===== src/rtl/core/rbd_pkg.sv =====
// rbd_pkg: shared types and codes for the ring buffer deque
`timescale 1ns / 1ps
`default_nettype none

package rbd_pkg;

    localparam int unsigned OP_W     = 3;
    localparam int unsigned VALUE_W  = 32;
    localparam int unsigned STATUS_W = 2;

    localparam logic [OP_W-1:0] OP_PUSH_FRONT = 3'd0;
    localparam logic [OP_W-1:0] OP_PUSH_BACK  = 3'd1;
    localparam logic [OP_W-1:0] OP_POP_FRONT  = 3'd2;
    localparam logic [OP_W-1:0] OP_POP_BACK   = 3'd3;
    localparam logic [OP_W-1:0] OP_SIZE       = 3'd4;
    localparam logic [OP_W-1:0] OP_EMPTY      = 3'd5;
    localparam logic [OP_W-1:0] OP_PEEK_FRONT = 3'd6;
    localparam logic [OP_W-1:0] OP_PEEK_BACK  = 3'd7;

    localparam logic [STATUS_W-1:0] ST_OK    = 2'd0;
    localparam logic [STATUS_W-1:0] ST_EMPTY = 2'd1;
    localparam logic [STATUS_W-1:0] ST_FULL  = 2'd2;

    typedef struct packed {
        logic [OP_W-1:0]    op;
        logic [VALUE_W-1:0] push_value;
    } t_in_item;

    typedef struct packed {
        logic [VALUE_W-1:0]  result_value;
        logic [STATUS_W-1:0] status;
    } t_out_item;

    // controller to datapath
    typedef struct packed {
        logic cap_cmd;
        logic do_exec;
        logic cap_read;
    } t_dp_ctrl;

    // datapath to controller
    typedef struct packed {
        logic is_push;
        logic is_access;
        logic full;
        logic empty;
    } t_dp_stat;

endpackage

`default_nettype wire


===== src/rtl/core/rbd_ctrl.sv =====
// rbd_ctrl: command sequencer for the ring buffer deque
`timescale 1ns / 1ps
`default_nettype none

module rbd_ctrl
    import rbd_pkg::*;
(
    input  wire logic     i_clk,
    input  wire logic     i_rst_n,
    input  wire logic     i_in_valid,
    output logic          o_in_ready,
    output logic          o_out_valid,
    input  wire logic     i_out_ready,
    input  wire t_dp_stat i_stat,
    output t_dp_ctrl      o_ctrl
);

    typedef enum logic [3:0] {
        S_IDLE = 4'b0001,
        S_EXEC = 4'b0010,
        S_READ = 4'b0100,
        S_OUT  = 4'b1000
    } t_state;

    t_state r_state;
    t_state n_state;

    always_comb begin
        n_state = r_state;
        case (r_state)
            S_IDLE: begin
                if (i_in_valid) begin
                    n_state = S_EXEC;
                end
            end
            S_EXEC: begin
                if (i_stat.is_push && !i_stat.full) begin
                    n_state = S_IDLE;
                end else if (i_stat.is_access && !i_stat.empty) begin
                    n_state = S_READ;
                end else begin
                    n_state = S_OUT;
                end
            end
            S_READ: begin
                n_state = S_OUT;
            end
            S_OUT: begin
                if (i_out_ready) begin
                    n_state = S_IDLE;
                end
            end
            default: begin
                n_state = S_IDLE;
            end
        endcase
    end

    always_ff @(posedge i_clk) begin
        if (!i_rst_n) begin
            r_state <= S_IDLE;
        end else begin
            r_state <= n_state;
        end
    end

    assign o_in_ready       = (r_state == S_IDLE);
    assign o_out_valid      = (r_state == S_OUT);
    assign o_ctrl.cap_cmd   = (r_state == S_IDLE) && i_in_valid;
    assign o_ctrl.do_exec   = (r_state == S_EXEC);
    assign o_ctrl.cap_read  = (r_state == S_READ);

endmodule

`default_nettype wire


===== config.mk =====
export PLATFORM = sky130hd
export DESIGN_NAME = rbd_ctrl
export DESIGN_NICKNAME = d
export VERILOG_FILES = /design/src/rtl/core/rbd_pkg.sv /design/src/rtl/core/rbd_ctrl.sv
export SDC_FILE = /design/constraint.sdc
export NUM_CORES = 1
export LEC_CHECK = 0
export BUFFER_PORTS_ARGS = -buffer_cell sky130_fd_sc_hd__buf_2
export CAP_MARGIN = 20
export CORE_AREA = 2 2 39 41
export CTS_BUF_LIST = sky130_fd_sc_hd__clkbuf_8 sky130_fd_sc_hd__clkbuf_16
export DETAILED_ROUTE_END_ITERATION = 12
export DIE_AREA = 0 0 41 43
export GPL_ROUTABILITY_DRIVEN = 0
export RECOVER_POWER = 50
export SKIP_LAST_GASP = 1
export SLEW_MARGIN = 10
export SYNTH_ARGS = -nofsm -noshare
export SYNTH_HDL_FRONTEND = slang
export SYNTH_SLANG_ARGS = --single-unit

===== constraint.sdc =====
create_clock -name i_clk -period 1.6 [get_ports i_clk]
set_input_delay 0.08 -clock i_clk [delete_from_list [all_inputs] [get_ports i_clk]]
set_output_delay 0.08 -clock i_clk [all_outputs]
set_load 0.05 [all_outputs]

* Word-level counts from Yosys, hierarchy flattened
Cells that the tools add are included.
** Word-level totals
- Input port bits :: 8
- Output and inout port bits :: 5
- Register bits :: 4
- Logic and storage cells :: 18
** Cells by class
- Equality and inequality tests :: 6
- Reduce and logical (&&, ||, !) cells :: 6
- Mux-type cells :: 5
** Operators by type and width (number)
- $mux 4 :: 4
- $pmux 4 s4 :: 1
- $eq 4x1->1 const B :: 1
- $eq 4x2->1 const B :: 1
- $eq 4x3->1 const B :: 1
- $eq 4x4->1 const B :: 1
- $logic_and 1x1->1 :: 3
- $logic_not 1->1 :: 2
- $ne 2x1->1 const B :: 1
- $ne 2x2->1 const B :: 1
- $reduce_and 2->1 :: 1

* Longest topological paths before layout
- Depth after elaboration :: 5
- Mapped depth :: 3
- Mapped depth without buffers :: 3

* Least setup slack after synthesis
Ideal clock, no wire load.
- Path type :: flip-flop to output port
- Start point :: reg r_state[2]
- End point :: out o_ctrl[0] (netlist bit)
- Cell stages (with the launch flop) :: 2
- Path slack :: -0.515 ns
- Data required time :: 1.520 ns
- Arrival time :: 2.035 ns
- Buffers on the path :: 0
- Path through :: dfxtp_1 > nor4b_1
** RTL lines
- start, declared :: RTL line rbd_ctrl.sv:25 : t_state r_state;
- start signal, assigned :: RTL line rbd_ctrl.sv:63 : r_state <= n_state;
- end, declared :: RTL line rbd_ctrl.sv:15 : output t_dp_ctrl o_ctrl

==> impl_metrics.tcl <==
set metrics [dict create \
    status "finished clean" \
    drive_gt1_share_pct 54.8 \
    viasPerCell 4.45 \
    ys_types 18 \
    dieArea_um2 1760 \
    regMostFlops "r_state" \
    syn-num-nets 34 \
    leakage_nw 0.192 \
    drt_iter0_markers 1 \
    largestRegisters "r_state (4)" \
    largest_register_ffs 4 \
    critPathMaxFanout 7 \
    ff2ff_setup_slack_ns 0.26 \
    cts_max_level 1 \
    yosys.area_share.xor_xnor_pct 0 \
    cts.sinks 4 \
    synthSimpleGateAreaFrac_pct 42.6 \
    diodes 0 \
    required_ns 1.52 \
    fin_area_um2 410 \
    antenna_found_initial 0 \
    clk_pin_slew_ns 0.03 \
    die_w_um 41 \
    ys_seq_area_share_pct 31.7 \
    ant_nets 0 \
    rsz0062_at_grt "yes" \
    period_share_pct 95.3 \
    rr_startpoint "r_state[2]" \
    min_to "r_state[1]" \
    dp.cells 54 \
    synthAdderAreaFrac_pct 0 \
    mostFrequentLayoutCell "buf_2" \
    grt_pass1_vias 243 \
    layout_common_cells "buf_2, inv_1, clkbuf_8" \
    cts_buffers 3 \
    drtPass1Iterations 4 \
    postCtsHoldBufs 0 \
    cts-root-buf "clkbuf_8" \
    cp.arrival_ns 1.44 \
    grt_usage_pct 8.72 \
    portBuffers 12 \
    grt_pass1_wl_mm 1.00 \
    start_util_pct 18.3 \
    grt-ovfl-total 0 \
    drc 0 \
    period_needed_ns 1.52 \
    irDropWorstVdd_mv 0.360 \
    placed_cell_area_um2 360 \
    drv_slew 0 \
    worst_hold_path_type "input pin to register" \
    yosysWarnings 0 \
    rows 14 \
    fin_skew_ns 0.0000677 \
    synthMuxAreaShare_pct 0 \
    cts_max_path_buffers 2 \
    drv_cap 0 \
    wirelength_um 569 \
    fmaxAchievable_mhz 656 \
    tightest_slew_ns 0.309 \
    total_power_mw 0.482 \
    synth_compound_area_share_pct 21.3 \
    syn_to_final_growth_pct 62.4 \
    finalHoldViolCount 0 \
    endpoint_kind "primary output" \
    power_density_nw_per_um2 1170 \
    max_slew_margin_pct 79.4 \
    rr_worst_depth 3 \
    dp_hpwl_um 471 \
    holdCritStartpoint "i_rst_n" \
    dieHeight_um 43 \
    critPathLaunchType "register" \
    rr_endpoint "r_state[0]" \
    syn_avg_cell_area_um2 9.72 \
    tritoncts "yes" \
    min_path_cells 2 \
    final_net_count 52 \
    setup_violations 0 \
    final_core_util_pct 29.7 \
    ios 13 \
    ys_seq_elements 4 \
    crit_type "register to primary output" \
    post_drt_wl_per_cell_um 9.81 \
    vias 258 \
    grt_start_max_net_pins 8 \
    fin_cells 58 \
    core_area_um2 1380 \
    clock_latency_ns 0.21 \
    synth_top_family_by_area "simple AND/OR/NAND/NOR gates" \
    synthCells 26 \
    syn_area_um2 253 \
]
## synth_stat cells
| cell | number | area share (%) |
|---|---|---|
| and4b_1 | 1 | 4.0 |
| nor2_1 | 1 | 1.5 |
| o21a_1 | 1 | 3.0 |
| o31ai_1 | 1 | 3.0 |
| dfxtp_1 | 4 | 32 |
| and3_1 | 1 | 2.5 |
| or3b_1 | 2 | 6.9 |
| nor3_1 | 1 | 2.0 |
| o31a_1 | 1 | 3.5 |
| a31oi_1 | 1 | 2.5 |
| a21boi_0 | 1 | 3.0 |
| inv_1 | 3 | 4.5 |
| o221a_2 | 1 | 4.5 |
| nor4b_2 | 2 | 12 |
| nor4b_1 | 1 | 3.5 |
| or4b_1 | 2 | 7.9 |
| and2_1 | 1 | 2.5 |
| a21oi_1 | 1 | 2.0 |
## metal layers
layer	track usage, %	vias to the layer above	wire (um)
met5	0	-	0
met4	6.00	0	0
met3	4.71	0	42
met2	10.3	9	245
met1	11.5	111	281
li1	-	138	-
## cell families after synthesis
family,count (synthesis)
buffers and inverters,3
AOI/OAI and AO/OA,7
DFF,4
and+or+nand+nor,12
## layout make-up
cell class / instances / area [um2]
Clock buffer: 3 / 41.3
Fill cell: 145 / 973
Inverter: 3 / 11.3
Multi-Input combinational cell: 19 / 188
Sequential cell: 4 / 82.6
Tap cell: 16 / 20.0
Timing Repair Buffer: 13 / 67.6
## worst max-delay path, stage by stage (launching register included)
cell     delay [ns]
dfxtp_1        0.47
nor4b_4        0.33
and2_4         0.19
buf_2          0.25
## metrics by stage
step                setup slack, ns  hold slack [ns]  TNS (ns)
floorplan                   0.00944            0.226         0
global placement              0.277            0.335         0
detailed placement            0.238            0.339         0
CTS                          0.0355            0.116         0
global route               -0.00843            0.139  -0.00843
finish                       0.0757            0.119         0
## report_power, final
| part | internal (mW) | switching, mW |
|---|---|---|
| Clock | 0.160 | 0.0461 |
| Sequential | 0.112 | 0.0237 |
| Combinational | 0.0598 | 0.0805 |
| Total | 0.332 | 0.150 |
## worst max-delay path by stage
| stage | startpoint | end | slack (ns) | cells after the start |
|---|---|---|---|---|
| 2_1_floorplan | r_state[3] | o_out_valid | 0.009 | 2 |
| 3_3_place_gp | r_state[0] | o_ctrl[2] | 0.28 | 3 |
| 3_5_place_dp | r_state[3] | r_state[0] | 0.24 | 3 |
| 4_1_cts | r_state[0] | o_ctrl[2] | 0.04 | 3 |
| 5_1_grt | r_state[0] | o_ctrl[2] | -0.008 | 3 |
| 6_report | r_state[0] | o_ctrl[2] | 0.08 | 3 |
## repair_timing
action | 4_1_cts | 5_1_grt
gates resized for setup | 0 | 1
setup buffers | 0 | 1
endpoints found under the setup margin | 0 | 2
(Power assumes the default switching activity.)
